==> config.mk <==
export PLATFORM = sky130hd
export DESIGN_NAME = dual_hbridge_command_controller_top
export DESIGN_NICKNAME = d
export VERILOG_FILES = /design/src/hdl/hbc_pkg.sv /design/src/hdl/hbc_front.sv /design/src/hdl/hbc_queue.sv /design/src/hdl/hbc_back.sv /design/src/hdl/dual_hbridge_command_controller_top.sv
export SDC_FILE = /design/constraint.sdc
export NUM_CORES = 1
export LEC_CHECK = 0
export BUFFER_PORTS_ARGS = -buffer_cell sky130_fd_sc_hd__buf_2
export CORE_ASPECT_RATIO = 1.25
export CORE_UTILIZATION = 26
export CTS_CLUSTER_DIAMETER = 100
export DETAILED_ROUTE_END_ITERATION = 16
export PLACE_DENSITY_LB_ADDON = 0.08
export SLEW_MARGIN = 20
export SYNTH_ARGS = -nofsm -noshare
export SYNTH_HDL_FRONTEND = slang
export SYNTH_SLANG_ARGS = --single-unit
==> constraint.sdc <==
create_clock -name clk -period 7.4 [get_ports clk]
set_clock_uncertainty 0.2 [all_clocks]
set_input_delay 0.74 -clock clk [delete_from_list [all_inputs] [get_ports clk]]
set_output_delay 0.74 -clock clk [all_outputs]
set_load 0.01 [all_outputs]
==> src/hdl/hbc_pkg.sv <==
`timescale 1ns / 1ps

package hbc_pkg;

	// bridge count is fixed by the per-bridge output fields
	localparam int BRIDGES = 2;
	localparam int QUEUE_DEPTH = 4;

	// configuration register indexes
	localparam int CFG_IDX_W = 2;
	localparam logic [CFG_IDX_W-1:0] CFG_PWM_FULL_SCALE = 2'd0;
	localparam logic [CFG_IDX_W-1:0] CFG_FAULT_HOLDOFF = 2'd1;
	localparam logic [CFG_IDX_W-1:0] CFG_INVERT_MASK = 2'd2;

	// configuration reset values
	localparam logic [15:0] PWM_FULL_SCALE_RST = 16'd1000;
	localparam logic [15:0] FAULT_HOLDOFF_RST = 16'd100;
	localparam logic [BRIDGES-1:0] INVERT_MASK_RST = '0;

	// power saturation and duty rounding
	localparam int MAG_W = 10;
	localparam logic [MAG_W-1:0] POWER_LIMIT = 10'd1000;
	localparam logic signed [15:0] POWER_MAX = 16'sd1000;
	localparam logic signed [15:0] POWER_MIN = -16'sd1000;
	localparam int SUM_W = 26;
	localparam logic [SUM_W-1:0] ROUND_HALF = 26'd500;

	// divide by 1000: drop three bits, then multiply by ceil(2^30 / 125)
	localparam int DIV_PRE_SHIFT = 3;
	localparam int DIV_N_W = SUM_W - DIV_PRE_SHIFT;
	localparam int RECIP_W = 24;
	localparam logic [RECIP_W-1:0] RECIP_125 = 24'd8589935;
	localparam int RECIP_SHIFT = 30;
	localparam int PROD_W = DIV_N_W + RECIP_W;

	typedef enum logic [2:0] {
		OP_TICK         = 3'd0,
		OP_ENABLE       = 3'd1,
		OP_DISABLE      = 3'd2,
		OP_SET_POWER    = 3'd3,
		OP_STOP         = 3'd4,
		OP_STOP_ALL     = 3'd5,
		OP_CLEAR_FAULTS = 3'd6
	} op_t;

	typedef struct packed {
		logic [2:0]         operation;
		logic               bridge;
		logic               all_bridges;
		logic signed [15:0] power_permille;
		logic               fault_pin_low;
		logic               otw_pin_low;
	} in_item_t;

	typedef struct packed {
		logic               accepted;
		logic [15:0]        fwd_duty_a;
		logic [15:0]        rev_duty_a;
		logic [15:0]        fwd_duty_b;
		logic [15:0]        rev_duty_b;
		logic [BRIDGES-1:0] reset_level_mask;
		logic [BRIDGES-1:0] reset_pulse_mask;
		logic               fault_active;
		logic               overtemp_warning;
		logic [15:0]        holdoff_left;
	} out_item_t;

	// classified command fields carried through the front pipeline
	typedef struct packed {
		logic [2:0] operation;
		logic       bridge;
		logic       all_bridges;
		logic       req_zero;
		logic       neg;
		logic       fault;
		logic       otw;
	} cmd_ctl_t;

	// queue entry handed from front to back
	typedef struct packed {
		cmd_ctl_t    ctl;
		logic [15:0] duty;
	} cmd_t;

endpackage

==> src/hdl/hbc_front.sv <==
`timescale 1ns / 1ps

module hbc_front (
	input  logic                clk,
	input  logic                arst_n,
	input  logic                in_valid,
	output logic                in_stall,
	input  hbc_pkg::in_item_t   in_data,
	input  logic [15:0]         pwm_full_scale,
	output logic                cmd_valid,
	input  logic                cmd_ready,
	output hbc_pkg::cmd_t       cmd_data
);

	logic                          v_s1, v_s2, v_s3;
	logic                          rdy_s1, rdy_s2, rdy_s3;
	hbc_pkg::cmd_ctl_t             ctl_in, ctl_s1, ctl_s2, ctl_s3;
	logic [hbc_pkg::MAG_W-1:0]     mag_in, mag_s1;
	logic signed [15:0]            abs_in;
	logic [hbc_pkg::SUM_W-1:0]     sum_s2;
	logic [hbc_pkg::PROD_W-1:0]    prod_s3;
	logic [hbc_pkg::PROD_W-1:0]    quot;
	logic [15:0]                   duty;

	// stage handshake, each stage loads when empty or draining
	assign rdy_s3 = !v_s3 || cmd_ready;
	assign rdy_s2 = !v_s2 || rdy_s3;
	assign rdy_s1 = !v_s1 || rdy_s2;
	assign in_stall = !rdy_s1;

	// classify and saturate the request
	always_comb begin
		abs_in = in_data.power_permille[15] ? -in_data.power_permille : in_data.power_permille;
		if (in_data.power_permille > hbc_pkg::POWER_MAX ||
				in_data.power_permille < hbc_pkg::POWER_MIN) begin
			mag_in = hbc_pkg::POWER_LIMIT;
		end else begin
			mag_in = abs_in[hbc_pkg::MAG_W-1:0];
		end
		ctl_in.operation = in_data.operation;
		ctl_in.bridge = in_data.bridge;
		ctl_in.all_bridges = in_data.all_bridges;
		ctl_in.req_zero = (in_data.power_permille == 16'sd0);
		ctl_in.neg = in_data.power_permille[15];
		ctl_in.fault = in_data.fault_pin_low;
		ctl_in.otw = in_data.otw_pin_low;
	end

	// valid bits
	always_ff @(posedge clk or negedge arst_n) begin
		if (!arst_n) begin
			v_s1 <= 1'b0;
			v_s2 <= 1'b0;
			v_s3 <= 1'b0;
		end else begin
			if (rdy_s1) begin
				v_s1 <= in_valid;
			end
			if (rdy_s2) begin
				v_s2 <= v_s1;
			end
			if (rdy_s3) begin
				v_s3 <= v_s2;
			end
		end
	end

	// payload: scale by full scale, add rounding, then reciprocal multiply
	always_ff @(posedge clk) begin
		if (rdy_s1 && in_valid) begin
			ctl_s1 <= ctl_in;
			mag_s1 <= mag_in;
		end
		if (rdy_s2 && v_s1) begin
			ctl_s2 <= ctl_s1;
			sum_s2 <= hbc_pkg::SUM_W'(mag_s1) * hbc_pkg::SUM_W'(pwm_full_scale)
				+ hbc_pkg::ROUND_HALF;
		end
		if (rdy_s3 && v_s2) begin
			ctl_s3 <= ctl_s2;
			prod_s3 <= sum_s2[hbc_pkg::SUM_W-1:hbc_pkg::DIV_PRE_SHIFT] * hbc_pkg::RECIP_125;
		end
	end

	// quotient, with a floor of one for nonzero power
	always_comb begin
		quot = prod_s3 >> hbc_pkg::RECIP_SHIFT;
		duty = quot[15:0];
		if (ctl_s3.req_zero) begin
			duty = 16'd0;
		end else if (duty == 16'd0) begin
			duty = 16'd1;
		end
	end

	assign cmd_valid = v_s3;
	assign cmd_data.ctl = ctl_s3;
	assign cmd_data.duty = duty;

endmodule

==> src/hdl/hbc_queue.sv <==
`timescale 1ns / 1ps

module hbc_queue #(
	parameter int DEPTH = hbc_pkg::QUEUE_DEPTH
) (
	input  logic           clk,
	input  logic           arst_n,
	input  logic           push_valid,
	output logic           push_ready,
	input  hbc_pkg::cmd_t  push_data,
	output logic           pop_valid,
	input  logic           pop_ready,
	output hbc_pkg::cmd_t  pop_data
);

	localparam int PTR_W = $clog2(DEPTH);
	localparam int CNT_W = $clog2(DEPTH + 1);

	hbc_pkg::cmd_t    mem [DEPTH];
	logic [PTR_W-1:0] wr_ptr_q, rd_ptr_q;
	logic [CNT_W-1:0] count_q;
	logic             push, pop;

	assign push_ready = (count_q != CNT_W'(DEPTH));
	assign pop_valid = (count_q != '0);
	assign push = push_valid && push_ready;
	assign pop = pop_valid && pop_ready;
	assign pop_data = mem[rd_ptr_q];

	// storage
	always_ff @(posedge clk) begin
		if (push) begin
			mem[wr_ptr_q] <= push_data;
		end
	end

	// pointers and fill count
	always_ff @(posedge clk or negedge arst_n) begin
		if (!arst_n) begin
			wr_ptr_q <= '0;
			rd_ptr_q <= '0;
			count_q <= '0;
		end else begin
			if (push) begin
				wr_ptr_q <= (wr_ptr_q == PTR_W'(DEPTH - 1)) ? '0 : wr_ptr_q + 1'b1;
			end
			if (pop) begin
				rd_ptr_q <= (rd_ptr_q == PTR_W'(DEPTH - 1)) ? '0 : rd_ptr_q + 1'b1;
			end
			if (push && !pop) begin
				count_q <= count_q + 1'b1;
			end else if (pop && !push) begin
				count_q <= count_q - 1'b1;
			end
		end
	end

endmodule

==> src/hdl/hbc_back.sv <==
`timescale 1ns / 1ps

module hbc_back (
	input  logic                        clk,
	input  logic                        arst_n,
	input  logic                        cmd_valid,
	output logic                        cmd_ready,
	input  hbc_pkg::cmd_t               cmd_data,
	input  logic [15:0]                 fault_holdoff_ticks,
	input  logic [hbc_pkg::BRIDGES-1:0] invert_mask,
	output logic                        out_valid,
	input  logic                        out_stall,
	output hbc_pkg::out_item_t          out_data
);

	localparam int NB = hbc_pkg::BRIDGES;

	logic [NB-1:0]      en_q, nz_q, neg_q;
	logic [15:0]        duty_q [NB];
	logic               fault_q;
	logic [15:0]        holdoff_q;
	logic               out_valid_q;
	hbc_pkg::out_item_t out_q;

	logic [NB-1:0]      en_d, nz_d, neg_d;
	logic [15:0]        duty_d [NB];
	logic [15:0]        hc_d;
	logic [15:0]        remaining;
	logic               acc;
	logic [NB-1:0]      pulse;
	logic [15:0]        fwd [NB];
	logic [15:0]        rev [NB];
	logic               take;
	hbc_pkg::cmd_ctl_t  c;
	hbc_pkg::out_item_t out_d;

	assign c = cmd_data.ctl;
	assign take = cmd_valid && (!out_valid_q || !out_stall);
	assign cmd_ready = !out_valid_q || !out_stall;

	// holdoff counter: tick first, then pin sampling
	always_comb begin
		hc_d = holdoff_q;
		if (hbc_pkg::op_t'(c.operation) == hbc_pkg::OP_TICK && holdoff_q != 16'd0) begin
			hc_d = holdoff_q - 16'd1;
		end
		if (c.fault && !fault_q) begin
			hc_d = fault_holdoff_ticks;
		end
		if (!c.fault) begin
			hc_d = 16'd0;
		end
		remaining = hc_d;
	end

	// command execution
	always_comb begin
		en_d = en_q;
		nz_d = nz_q;
		neg_d = neg_q;
		duty_d = duty_q;
		acc = 1'b0;
		pulse = '0;
		case (hbc_pkg::op_t'(c.operation))
			hbc_pkg::OP_TICK: begin
				acc = 1'b1;
			end
			hbc_pkg::OP_ENABLE: begin
				if (remaining == 16'd0) begin
					en_d[c.bridge] = 1'b1;
					pulse = NB'(1) << c.bridge;
					acc = 1'b1;
				end
			end
			hbc_pkg::OP_DISABLE: begin
				en_d[c.bridge] = 1'b0;
				nz_d[c.bridge] = 1'b0;
				duty_d[c.bridge] = 16'd0;
				acc = 1'b1;
			end
			hbc_pkg::OP_SET_POWER: begin
				if (en_q[c.bridge] || c.req_zero) begin
					nz_d[c.bridge] = !c.req_zero;
					neg_d[c.bridge] = c.neg;
					duty_d[c.bridge] = cmd_data.duty;
					acc = 1'b1;
				end
			end
			hbc_pkg::OP_STOP: begin
				nz_d[c.bridge] = 1'b0;
				duty_d[c.bridge] = 16'd0;
				acc = 1'b1;
			end
			hbc_pkg::OP_STOP_ALL: begin
				nz_d = '0;
				for (int i = 0; i < NB; i++) begin
					duty_d[i] = 16'd0;
				end
				acc = 1'b1;
			end
			hbc_pkg::OP_CLEAR_FAULTS: begin
				if (remaining == 16'd0) begin
					pulse = c.all_bridges ? {NB{1'b1}} : (NB'(1) << c.bridge);
					acc = 1'b1;
				end
			end
			default: begin
				acc = 1'b0;
			end
		endcase
	end

	// pwm pin selection per bridge
	always_comb begin
		for (int i = 0; i < NB; i++) begin
			fwd[i] = 16'd0;
			rev[i] = 16'd0;
			if (en_d[i] && nz_d[i]) begin
				if (neg_d[i] ^ invert_mask[i]) begin
					rev[i] = duty_d[i];
				end else begin
					fwd[i] = duty_d[i];
				end
			end
		end
	end

	// result beat
	always_comb begin
		out_d.accepted = acc;
		out_d.fwd_duty_a = fwd[0];
		out_d.rev_duty_a = rev[0];
		out_d.fwd_duty_b = fwd[1];
		out_d.rev_duty_b = rev[1];
		out_d.reset_level_mask = en_d;
		out_d.reset_pulse_mask = pulse;
		out_d.fault_active = c.fault;
		out_d.overtemp_warning = c.otw;
		out_d.holdoff_left = remaining;
	end

	// bridge and fault state
	always_ff @(posedge clk or negedge arst_n) begin
		if (!arst_n) begin
			en_q <= '0;
			nz_q <= '0;
			neg_q <= '0;
			for (int i = 0; i < NB; i++) begin
				duty_q[i] <= 16'd0;
			end
			fault_q <= 1'b0;
			holdoff_q <= 16'd0;
			out_valid_q <= 1'b0;
		end else begin
			if (take) begin
				en_q <= en_d;
				nz_q <= nz_d;
				neg_q <= neg_d;
				duty_q <= duty_d;
				fault_q <= c.fault;
				holdoff_q <= hc_d;
				out_valid_q <= 1'b1;
			end else if (!out_stall) begin
				out_valid_q <= 1'b0;
			end
		end
	end

	// output register
	always_ff @(posedge clk) begin
		if (take) begin
			out_q <= out_d;
		end
	end

	assign out_valid = out_valid_q;
	assign out_data = out_q;

endmodule

==> src/hdl/dual_hbridge_command_controller_top.sv <==
`timescale 1ns / 1ps
// path: a command beat passes the front stages, the queue and the back-end output register before its result beat
// throughput: one command per cycle while out_stall is low, bounded by the registered state update in the back end
// the duty pipeline (saturate, scale, reciprocal divide) is 3 stages ahead of a 4-entry queue
// reset: bridges disabled, power and duty zero, no fault latched, holdoff count zero,
// registers at full scale 1000, holdoff 100 ticks, no inversion; no clearing pass

module dual_hbridge_command_controller_top #(
	parameter int QUEUE_DEPTH = hbc_pkg::QUEUE_DEPTH
) (
	input  logic                          clk,
	input  logic                          arst_n,
	input  logic                          in_valid,
	output logic                          in_stall,
	input  hbc_pkg::in_item_t             in_data,
	output logic                          out_valid,
	input  logic                          out_stall,
	output hbc_pkg::out_item_t            out_data,
	input  logic                          cfg_valid,
	output logic                          cfg_ready,
	input  logic [hbc_pkg::CFG_IDX_W-1:0] cfg_index,
	input  logic [15:0]                   cfg_data
);

	logic [15:0]                 pwm_full_scale_q;
	logic [15:0]                 fault_holdoff_q;
	logic [hbc_pkg::BRIDGES-1:0] invert_mask_q;

	logic          f_valid, f_ready;
	hbc_pkg::cmd_t f_data;
	logic          b_valid, b_ready;
	hbc_pkg::cmd_t b_data;

	assign cfg_ready = 1'b1;

	// configuration registers
	always_ff @(posedge clk or negedge arst_n) begin
		if (!arst_n) begin
			pwm_full_scale_q <= hbc_pkg::PWM_FULL_SCALE_RST;
			fault_holdoff_q <= hbc_pkg::FAULT_HOLDOFF_RST;
			invert_mask_q <= hbc_pkg::INVERT_MASK_RST;
		end else if (cfg_valid && cfg_ready) begin
			case (cfg_index)
				hbc_pkg::CFG_PWM_FULL_SCALE: pwm_full_scale_q <= cfg_data;
				hbc_pkg::CFG_FAULT_HOLDOFF:  fault_holdoff_q <= cfg_data;
				hbc_pkg::CFG_INVERT_MASK:    invert_mask_q <= cfg_data[hbc_pkg::BRIDGES-1:0];
				default: begin
				end
			endcase
		end
	end

	hbc_front u_front (
		.clk            (clk),
		.arst_n         (arst_n),
		.in_valid       (in_valid),
		.in_stall       (in_stall),
		.in_data        (in_data),
		.pwm_full_scale (pwm_full_scale_q),
		.cmd_valid      (f_valid),
		.cmd_ready      (f_ready),
		.cmd_data       (f_data)
	);

	hbc_queue #(
		.DEPTH (QUEUE_DEPTH)
	) u_queue (
		.clk        (clk),
		.arst_n     (arst_n),
		.push_valid (f_valid),
		.push_ready (f_ready),
		.push_data  (f_data),
		.pop_valid  (b_valid),
		.pop_ready  (b_ready),
		.pop_data   (b_data)
	);

	hbc_back u_back (
		.clk                 (clk),
		.arst_n              (arst_n),
		.cmd_valid           (b_valid),
		.cmd_ready           (b_ready),
		.cmd_data            (b_data),
		.fault_holdoff_ticks (fault_holdoff_q),
		.invert_mask         (invert_mask_q),
		.out_valid           (out_valid),
		.out_stall           (out_stall),
		.out_data            (out_data)
	);

endmodule

==> results of run 1 <==
-- synth_stat cells (all sizes together), types with 16 or more instances --
master  count  area share [%]
fa        273              19
xor2       23            0.70
nor3       22            0.42
o21ai      57            0.99
a21oi     120             2.4
ha        305              13
a21o       26            0.68
mux4       24             1.9
mux2       39             1.5
xnor2      35             1.1
and2       83             1.8
edfxtp    263              27
dfrtp      91             7.9
nand2     297             3.9
inv       454             5.9
buf        16            0.40
nor2b      20            0.44
a22o       16            0.49
nand3      71             1.2
o21a       21            0.55
nor2       44            0.57
nor4       20            0.56
a211oi     18            0.50
clkbuf     73            0.95
-- how the worst max path moves through the flow --
stage / end / slack, ns / start
6_report: u_front.prod_s3[45]$_DFFE_PP_ / 0.38 / u_front.sum_s2[15]$_DFFE_PP_
5_1_grt: u_front.prod_s3[45]$_DFFE_PP_ / 0.01 / u_front.sum_s2[15]$_DFFE_PP_
4_1_cts: u_front.prod_s3[45]$_DFFE_PP_ / 0.02 / u_front.sum_s2[15]$_DFFE_PP_
3_5_place_dp: u_front.prod_s3[45]$_DFFE_PP_ / -0.09 / u_front.sum_s2[15]$_DFFE_PP_
3_3_place_gp: u_front.prod_s3[45]$_DFFE_PP_ / -0.10 / u_front.sum_s2[15]$_DFFE_PP_
2_1_floorplan: u_front.prod_s3[45]$_DFFE_PP_ / 0.65 / u_front.sum_s2[14]$_DFFE_PP_
-- area by class of cell --
class	count	area, um2	share of cell area, %
tap	1449	1810	5.56
timing repair buffer	172	961	2.94
clock buffer	59	1230	3.77
multi-input combinational	1682	16300	50.0
inverter	454	1710	5.23
clock inverter	23	193	0.590
sequential	363	10400	31.9
-- per-layer routing --
layer | routed length [um] | vias to the layer above
met1 | 33700 | 9493
met4 | 2230 | 0
li1 | - | 8944
met2 | 40600 | 293
met5 | 0 | -
met3 | 2050 | 89
-- metrics by stage --
| step | utilization [%] | setup WS (ns) | instances | setup TNS [ns] | instance area (um2) |
|---|---|---|---|---|---|
| 6_report | 29.7 | 0.377 | 4202 | 0 | 32600 |
| 4_1_cts | 29.7 | 0.0191 | 4197 | 0 | 32600 |
| 3_3_place_gp | 28.3 | -0.103 | 4114 | -0.103 | 31100 |
| 2_1_floorplan | - | 0.653 | 2588 | 0 | 28700 |
| 5_1_grt | 29.7 | 0.0100 | 4202 | 0 | 32600 |
| 3_5_place_dp | 28.4 | -0.0881 | 4114 | -0.0881 | 31100 |
-- cells by family (layout without fill, tap and decap cells) --
family | count (synthesis) | in the layout
and+or+nand+nor | 635 | 635
adders and majority gates | 578 | 578
buffers and inverters | 543 | 708
DFF | 363 | 363
AOI/OAI and AO/OA | 341 | 341
muxes | 69 | 69
xor gates and xnor gates | 58 | 58
other | 1 | 1
-- timing repair --
action / 4_1_cts / 5_1_grt
pin swaps: 0 / 0
setup endpoints to repair: 1 / 6
setup buffers: 0 / 5
hold buffers: 1 / 0
hold endpoints to repair: 2 / 0
resized for setup: 1 / 5
-- flip-flops by register name (all words and copies together) (netlist names), 10 cells and up --
name,count
fault_holdoff_q,16
pwm_full_scale_q,16
u_back.duty_q,32
u_back.holdoff_q,16
u_back.out_data,87
u_front.mag_s1,10
u_front.prod_s3,16
u_front.sum_s2,23
u_queue.mem,100
-- critical path: stages, from the launching register on --
cell and delay (ns):
sky130_fd_sc_hd__edfxtp_1 0.42, sky130_fd_sc_hd__ha_1 0.38, sky130_fd_sc_hd__inv_1 0.07, sky130_fd_sc_hd__fa_1 0.50, sky130_fd_sc_hd__inv_1 0.06, sky130_fd_sc_hd__fa_1 0.39
sky130_fd_sc_hd__inv_1 0.08, sky130_fd_sc_hd__fa_1 0.43, sky130_fd_sc_hd__fa_1 0.61, sky130_fd_sc_hd__fa_1 0.46, sky130_fd_sc_hd__fa_1 0.50, sky130_fd_sc_hd__inv_1 0.05
sky130_fd_sc_hd__ha_1 0.35, sky130_fd_sc_hd__a21oi_1 0.16, sky130_fd_sc_hd__o21ai_0 0.12, sky130_fd_sc_hd__or4_1 0.49, sky130_fd_sc_hd__o311ai_4 0.26, sky130_fd_sc_hd__buf_4 0.17
sky130_fd_sc_hd__nor4b_2 0.20, sky130_fd_sc_hd__buf_4 0.18, sky130_fd_sc_hd__o31ai_1 0.09, sky130_fd_sc_hd__or4_1 0.46, sky130_fd_sc_hd__and3_1 0.17
==> out/results.ini, run 1 <==
[run_status]
outcome = finished, final reports clean

[setup_path]
reg2reg_from = u_front.sum_s2[15]$_DFFE_PP_
critical_path_arrival_ns = 7.16
timing.rr.end = u_front.prod_s3[45]$_DFFE_PP_
criticalPathCategory = reg -> reg
register_to_register_setup_slack_ns = 0.38
r2r.worst_path.cells = 22
setup.worst_path.start_class = register
cp-end-kind = register
worstPathRequired_ns = 7.53
worst-path-max-fanout = 5

[grt]
grt_use_met2_pct = 25.5
globalRouteOverflowTotal = 0
grt_pass1_wl_um = 121000
global_route.usage.met3_pct = 1.47
via_count_of_the_first_global_routing_pass = 20300
grtUsageTotal_pct = 14.1
grt_max_degree = 80
antenna_found_initial = 2
grt_use_met1_pct = 17.5
gr-max-usage-layer = met2

[synth]
synthesized_area_fraction_occupied_by_ao_oa_aoi_and_oai_cells_pct = 7.97
synth-adder-area-share_pct = 32.3
yosys.area_share.simple_pct = 10.8
synth_edf_count = 263
ys_types = 78
post_synth_xor_area_fraction_pct = 1.77
synthesis.area_per_instance_um2 = 11.1
synth_sequential_area_ratio_pct = 36.2
syn_area_um2 = 28700
synthCells = 2588
ys_async_sr_fraction_pct = 27.5
synth_top_family_by_area = adder cells
yosys_warnings = 0
synthMuxAreaShare_pct = 3.62
synth-seq-cells = 363
postSynthNetCount = 3212
dominantRegCellSynth = sky130_fd_sc_hd__edfxtp_1

[cts]
tritoncts = yes
clock_tree.root_cell = sky130_fd_sc_hd__clkbuf_16
cts_sinks = 363
cts_max_path_buffers = 3
clkTransAtPathRegs_ns = 0.06
cts_inserted_buffers = 44
clock_latency_ns = 0.60
h-tree-depth = 2

[sta]
report.final.slew_viol_count = 0
grt_setup_unrepaired = false
final.period_utilization_pct = 94.9
hold_ws_ns = 0.129
max_slew.worst_pin.slew_ns = 1.04
relSlewSlack_pct = 30.8
final-hold-violation-count = 0
max_freq_ghz = 0.142
finalCriticalPeriod_ns = 7.02
setup_viol = 0

[cells_and_area]
antenna_cells_inserted = 0
layout.nets = 3341
drive_gt1_share_pct = 13.5
area_delta_synth_final_pct = 13.5
fillCellCount = 11400
final_common_cell = sky130_fd_sc_hd__inv_1
layout_common_cells = 453 x sky130_fd_sc_hd__inv_1, 305 x sky130_fd_sc_hd__ha_1, 297 x sky130_fd_sc_hd__nand2_1, 273 x sky130_fd_sc_hd__fa_1, 263 x sky130_fd_sc_hd__edfxtp_1

[place]
gp_routability_congestion = 0.828
hpwl_um = 62700
port-buffer-count = 134

[route]
route.vias.total = 18800
detail-route-antenna-nets = 0
drt-initial-drc-count = 759
routed_wirelength_um = 78600
drt_pre_antenna_iters = 7
route.detailed.wl_per_inst_um = 18.7
drt_drc_violations_left = 0
detail_route.vias_per_cell = 4.48

[floorplan]
area_of_the_die_um2 = 112000
die_height_um = 374
ioPinCount = 136
core_area_um2 = 110000
floorplan.die.width_um = 299
std_cell_rows = 136
start_util_pct = 26.2

[worst_hold_path]
min-delay-path-class = in -> reg
worst_hold_startpoint = in_data[20]
worstHoldPathCells = 1
worstHoldEndpoint = u_front.ctl_s1[6]$_DFFE_PP_

[flow_run]
drv.max_cap_violation_count = 0

Power of run 1 is not shown: default switching activity piles up to over one toggle a cycle in this logic, so the estimate is an artifact.
==> run 2: changes to the inputs <==
--- a/config.mk
+++ b/config.mk
@@ -5,6 +5,7 @@
 export SDC_FILE = /design/constraint.sdc
 export NUM_CORES = 1
 export LEC_CHECK = 0
+export ABC_AREA = 1
 export BUFFER_PORTS_ARGS = -buffer_cell sky130_fd_sc_hd__buf_2
 export CORE_ASPECT_RATIO = 1.25
 export CORE_UTILIZATION = 26
==> run 2 against run 1 <==
  * Maximum frequency is 8.3% higher
  * Synthesized cell count rose by 21%
  * Non-clock buffer count down 27
  * Via count increased by 8.3%
  * Core utilization decreased by 0.088 points
  * Worst setup slack better by 0.54 ns
==> out/results.ini, run 2 <==
[setup_path]
critical_path_arrival_ns = 6.62
reg2reg_from = u_front.sum_s2[23]$_DFFE_PP_
worst-path-max-fanout = 8
cp-end-kind = register
cpMostUsedCell = sky130_fd_sc_hd__fa_1
r2r.worst_path.cells = 21
critical_path.cell_chain = fa_1, inv_1, fa_1, inv_1, fa_1, fa_1, fa_1, fa_1, inv_1, fa_1, inv_1, ha_1, a21oi_1, o21ai_0, nand2_1, nand2_1, a21oi_1, nand3_1, a21boi_0, o21ai_0, xor2_1
timing.critical_path.slowest_cell_delay_ns = 0.65
setup.worst_path.start_class = register
criticalPathCategory = reg -> reg
cp_slowest_cell = sky130_fd_sc_hd__fa_1
timing.rr.end = u_front.prod_s3[42]$_DFFE_PP_
worstPathRequired_ns = 7.53
register_to_register_setup_slack_ns = 0.91

[grt]
grtUsageTotal_pct = 14.3
gr-max-usage-layer = met2
via_count_of_the_first_global_routing_pass = 21900
grt_max_degree = 83
grt_use_met2_pct = 25.8
grt_use_met1_pct = 17.6
antenna_found_initial = 0
globalRouteOverflowTotal = 0
global_route.usage.met3_pct = 1.59
grt_pass1_wl_um = 126000

[cts]
clock_tree.root_cell = sky130_fd_sc_hd__clkbuf_16
cts_repair_resize_count = 0
clock_latency_ns = 0.60
cts_max_path_buffers = 3
cts_sinks = 363
clkTransAtPathRegs_ns = 0.06
cts_inserted_buffers = 44
cts_setup_buffers = 0
tritoncts = yes
h-tree-depth = 2

[floorplan]
std_cell_rows = 137
ioPinCount = 136
die_height_um = 378
floorplan.die.width_um = 303
core_area_um2 = 112000
area_of_the_die_um2 = 114000
start_util_pct = 26.3

[worst_hold_path]
worstHoldPathCells = 1
min-delay-path-class = in -> reg
worstHoldEndpoint = u_front.ctl_s1[8]$_DFFE_PP_
worst_hold_startpoint = in_data[22]

[synth]
synthCells = 3126
syn_area_um2 = 29400
postSynthNetCount = 3750
synthTopCellsByCount = 667 x sky130_fd_sc_hd__inv_1, 575 x sky130_fd_sc_hd__nand2_1, 305 x sky130_fd_sc_hd__ha_1, 273 x sky130_fd_sc_hd__fa_1, 263 x sky130_fd_sc_hd__edfxtp_1
dominantRegCellSynth = sky130_fd_sc_hd__edfxtp_1
yosys_warnings = 0
synth_top_cell_by_area = sky130_fd_sc_hd__edfxtp_1
yosys.cell_count.top_type = sky130_fd_sc_hd__inv_1
synth.top_cells.by_area = sky130_fd_sc_hd__edfxtp_1 27%, sky130_fd_sc_hd__fa_1 19%, sky130_fd_sc_hd__ha_1 13%, sky130_fd_sc_hd__inv_1 8.5%, sky130_fd_sc_hd__dfrtp_1 7.7%
synth_edf_count = 263
synthesis.area_per_instance_um2 = 9.40
synth-seq-cells = 363
ys_async_sr_fraction_pct = 27.5
synth_sequential_area_ratio_pct = 35.4
ys_types = 61
netlist.area_leader.share_pct = 26.9

[cells_and_area]
layout_common_cells = 667 x sky130_fd_sc_hd__inv_1, 574 x sky130_fd_sc_hd__nand2_1, 305 x sky130_fd_sc_hd__ha_1, 273 x sky130_fd_sc_hd__fa_1, 263 x sky130_fd_sc_hd__edfxtp_1
max_reg_flops = 100
regMostFlops = u_queue.mem
area_delta_synth_final_pct = 12.7
drive_gt1_share_pct = 9.86
layout.nets = 3854
final_common_cell = sky130_fd_sc_hd__inv_1

[sta]
report.final.slew_viol_count = 0
totalNegativeSetupSlack_ns = 0
max_freq_ghz = 0.154
setup_viol = 0
finalCriticalPeriod_ns = 6.49
relSlewSlack_pct = 33.1
final-hold-violation-count = 0
grt_setup_unrepaired = false
final.period_utilization_pct = 87.7
max_slew.worst_pin.slew_ns = 1.00

[route]
drt-initial-drc-count = 812
drt_drc_violations_left = 0
route.vias.total = 20400
drt_pre_antenna_iters = 5
routed_wirelength_um = 80400
detail_route.vias_per_cell = 4.31
route.detailed.wl_per_inst_um = 17.0
detail-route-antenna-nets = 0

[run_status]
outcome = finished, final reports clean

[place]
port-buffer-count = 134
gp_routability_congestion = 0.830
hpwl_um = 64600

[flow_run]
drv.max_cap_violation_count = 0

run 2: cell count changes after synthesis, sizes merged, moves of 40 or more:
cell and delta:
and2 -82, inv +234, o21ai +161, nand2 +296, nor2 +221, a21oi -40
run 2: cell families after synthesis:
| logic type | synth area share (%) |
|---|---|
| AND/OR/NAND/NOR | 14.2 |
| AO/OA/AOI/OAI | 7.09 |
| buffers and inverters | 10.2 |
| XOR/XNOR | 1.48 |
| other | 0.0128 |
| multiplexers | 0.0383 |
| flip-flops | 35.4 |
| adder cells (fa/ha/maj) | 31.6 |
run 2: final cells by class:
type | instances | area, um2
Timing Repair Buffer | 145 | 758
Multi-Input combinational cell | 1986 | 16000
Clock buffer | 54 | 1140
Inverter | 690 | 2590
Clock inverter | 28 | 368
Antenna cell | 1 | 2.50
Tap cell | 1459 | 1830
Sequential cell | 363 | 10400
Fill cell | 11800 | 78600
run 2: what timing repair did:
action / CTS / global route
endpoints found under the setup margin: 0 / 0
hold buffers: 1 / 0
endpoints found under the hold margin: 34 / 0
run 2: critical path: cells and delay by family (launching register included):
kind	cells	cell delay (ns)
compound gates	5	1.00
xor+xnor	1	0.16
fa+ha+maj	8	3.79
buf+inv	4	0.21
flops	1	0.55
simple gates	3	0.33
run 2: per-stage QoR:
stage                     setup WS [ns]  cells  utilization, %  hold WS, ns  area (um2)
after CTS                         0.857   4725            29.6        0.106       33100
after floorplan                    1.43   3126               -        0.200       29400
after detailed placement          0.897   4642            28.3        0.209       31600
final                             0.913   4726            29.6        0.150       33100
after global routing              0.489   4725            29.6        0.115       33100
after global placement            0.886   4642            28.3        0.205       31600
run 2: worst max path at each step:
stage	startpoint	endpoint	slack (ns)
final	u_front.sum_s2[23]$_DFFE_PP_	u_front.prod_s3[42]$_DFFE_PP_	0.91
after global routing	u_front.sum_s2[23]$_DFFE_PP_	u_front.prod_s3[44]$_DFFE_PP_	0.49
after CTS	u_front.sum_s2[23]$_DFFE_PP_	u_front.prod_s3[42]$_DFFE_PP_	0.86
after detailed placement	u_front.sum_s2[23]$_DFFE_PP_	u_front.prod_s3[42]$_DFFE_PP_	0.90
after global placement	u_front.sum_s2[23]$_DFFE_PP_	u_front.prod_s3[42]$_DFFE_PP_	0.89
after floorplan	u_front.sum_s2[23]$_DFFE_PP_	u_front.prod_s3[42]$_DFFE_PP_	1.43
run 2: metal layers:
| metal | share of wire [%] | vias to the layer above |
|---|---|---|
| li1 | - | 10100 |
| met1 | 43 | 9926 |
| met2 | 51 | 312 |
| met3 | 3.0 | 95 |
| met4 | 3.2 | 0 |
| met5 | 0 | - |
Power of run 2 is left out for the same reason.
==> run 3: changes to the inputs <==
--- a/config.mk
+++ b/config.mk
@@ -5,13 +5,12 @@
 export SDC_FILE = /design/constraint.sdc
 export NUM_CORES = 1
 export LEC_CHECK = 0
-export ABC_AREA = 1
 export BUFFER_PORTS_ARGS = -buffer_cell sky130_fd_sc_hd__buf_2
 export CORE_ASPECT_RATIO = 1.25
 export CORE_UTILIZATION = 26
 export CTS_CLUSTER_DIAMETER = 100
 export DETAILED_ROUTE_END_ITERATION = 16
-export PLACE_DENSITY_LB_ADDON = 0.08
+export PLACE_DENSITY = 0.5
 export SLEW_MARGIN = 20
 export SYNTH_ARGS = -nofsm -noshare
 export SYNTH_HDL_FRONTEND = slang
==> run 3 against run 2 <==
  * Sequential share of layout area increased by 0.47 points
  * Largest cell class unchanged
  * First-iteration DRC count up 17%
  * Final cell count fell by 11%
  * Die area fell by 2.2%
  * Critical endpoint is now u_front.prod_s3[45]$_DFFE_PP_
  * Worst hold slack improved by 0.0038 ns
  * Clock-buffer cell count is the same
  * Core utilization grew 0.099 points
==> out/results.ini, run 3 (same netlist as run 1, synthesis figures left out) <==
[sta]
max_slew.worst_pin.slew_ns = 1.01
hold_ws_ns = 0.153
grt_setup_unrepaired = false
relSlewSlack_pct = 32.7
final-hold-violation-count = 0
finalCriticalPeriod_ns = 6.99
max_freq_ghz = 0.143
setup_viol = 0
final.period_utilization_pct = 94.4
fin_ws_ns = 0.412
report.final.slew_viol_count = 0
totalNegativeSetupSlack_ns = 0

[cts]
clock_tree.root_cell = sky130_fd_sc_hd__clkbuf_16
tritoncts = yes
h-tree-depth = 2
clkTransAtPathRegs_ns = 0.06
clock_latency_ns = 0.60
cts_max_path_buffers = 3
cts_sinks = 363
cts_inserted_buffers = 40

[setup_path]
cpMostUsedCell = sky130_fd_sc_hd__fa_1
critical_path.n_buffers_inverters = 4
cp-end-kind = register
criticalPathCategory = reg -> reg
setup.worst_path.start = u_front.sum_s2[15]$_DFFE_PP_
worstPathRequired_ns = 7.53
critical_path.cell_chain = inv_1, ha_1, fa_1, fa_1, fa_1, fa_1, fa_1, fa_1, inv_1, ha_1, a21oi_1, o21ai_0, or4_1, o311ai_1, buf_4, nor4b_2, buf_4, o31ai_1, or4_1, and3_1
critical-path-top-delay-family = adder cells
worst-path-max-fanout = 5
timing.critical_path.slowest_cell_delay_ns = 0.57
r2r.worst_path.cells = 20
cp_slowest_cell = sky130_fd_sc_hd__fa_1
timing.rr.end = u_front.prod_s3[45]$_DFFE_PP_
reg2reg_from = u_front.sum_s2[15]$_DFFE_PP_
register_to_register_setup_slack_ns = 0.41
setup.worst_path.start_class = register
critical_path_arrival_ns = 7.12

[cells_and_area]
layout.nets = 3350
fillCellCount = 11300
area.sequential_um2 = 10400
max_reg_flops = 100
regMostFlops = u_queue.mem
multi_input_comb_area_um2 = 16300
layout_common_cells = 453 x sky130_fd_sc_hd__inv_1, 305 x sky130_fd_sc_hd__ha_1, 297 x sky130_fd_sc_hd__nand2_1, 273 x sky130_fd_sc_hd__fa_1, 263 x sky130_fd_sc_hd__edfxtp_1
postLayoutCoreUtil_pct = 29.7
final_common_cell = sky130_fd_sc_hd__inv_1
drive_gt1_share_pct = 13.3
area_delta_synth_final_pct = 13.6

[grt]
globalRouteOverflowTotal = 0
grt_max_degree = 83
grtUsageTotal_pct = 12.5
grt_use_met1_pct = 15.7
gr-max-usage-layer = met2
grt_pass1_wl_um = 110000
antenna_found_initial = 1
via_count_of_the_first_global_routing_pass = 19400
grt_use_met2_pct = 22.8
global_route.usage.met3_pct = 1.39

[worst_hold_path]
worstHoldEndpoint = u_front.ctl_s1[0]$_DFFE_PP_
worst_hold_startpoint = in_data[0]
worstHoldPathCells = 1
min-delay-path-class = in -> reg

[place]
gp_routability_congestion = 0.840
hpwl_um = 55200
port-buffer-count = 134
dpl_worst_slack_ns = 0.178

[route]
route.detailed.wl_per_inst_um = 16.5
routed_wirelength_um = 69500
detail-route-antenna-nets = 0
drt_drc_violations_left = 0
detail_route.vias_per_cell = 4.41
route.vias.total = 18500
drt-initial-drc-count = 951
drt_pre_antenna_iters = 5

[run_status]
outcome = finished, final reports clean

[floorplan]
die_height_um = 374
std_cell_rows = 136
floorplan.die.width_um = 299
start_util_pct = 26.2
core_area_um2 = 110000
area_of_the_die_um2 = 112000
ioPinCount = 136

[flow_run]
drv.max_cap_violation_count = 0

==> run 3: cell type report <==
class / instances / share of cell area, %
Clock buffer: 54 / 3.29
Inverter: 454 / 5.23
Clock inverter: 18 / 0.920
Multi-Input combinational cell: 1682 / 49.9
Timing Repair Buffer: 185 / 3.24
Antenna cell: 1 / 0.00767
Sequential cell: 363 / 31.9
Tap cell: 1449 / 5.55
==> run 3: worst reg2reg max path, delay by kind of cell, from the launching register on <==
family | cells | cell delay [ns]
adders and majority gates | 8 | 3.72
and+or+nand+nor | 4 | 1.26
AOI/OAI and AO/OA | 4 | 0.61
DFF | 1 | 0.43
buffers and inverters | 4 | 0.50
==> run 3: metrics by stage <==
step           instances  instance area [um2]
2_1_floorplan       2588                28700
3_3_place_gp        4126                31200
3_5_place_dp        4126                31200
4_1_cts             4199                32600
5_1_grt             4205                32600
6_report            4206                32600
==> run 3: worst max-delay path by stage <==
stage	to	cells after the start
2_1_floorplan	u_front.prod_s3[45]$_DFFE_PP_	20
3_3_place_gp	u_front.prod_s3[45]$_DFFE_PP_	20
3_5_place_dp	u_front.prod_s3[45]$_DFFE_PP_	20
4_1_cts	u_front.prod_s3[45]$_DFFE_PP_	20
5_1_grt	u_front.prod_s3[45]$_DFFE_PP_	21
6_report	u_front.prod_s3[45]$_DFFE_PP_	20
==> run 3: per-layer routing <==
layer / vias up / routed length [um] / part of all wire, %
li1: 8957 / - / -
met1: 9253 / 29900 / 43
met2: 258 / 36300 / 52
met3: 70 / 1950 / 2.8
met4: 0 / 1330 / 1.9
met5: - / 0 / 0
==> run 3: what timing repair did <==
item / 4_1_cts / 5_1_grt
hold buffers: 1 / 0
hold endpoints to repair: 6 / 0
gates resized for setup: 0 / 2
setup endpoints to repair: 0 / 2
buffers inserted: 0 / 6
Power of run 3 is left out for the same reason.
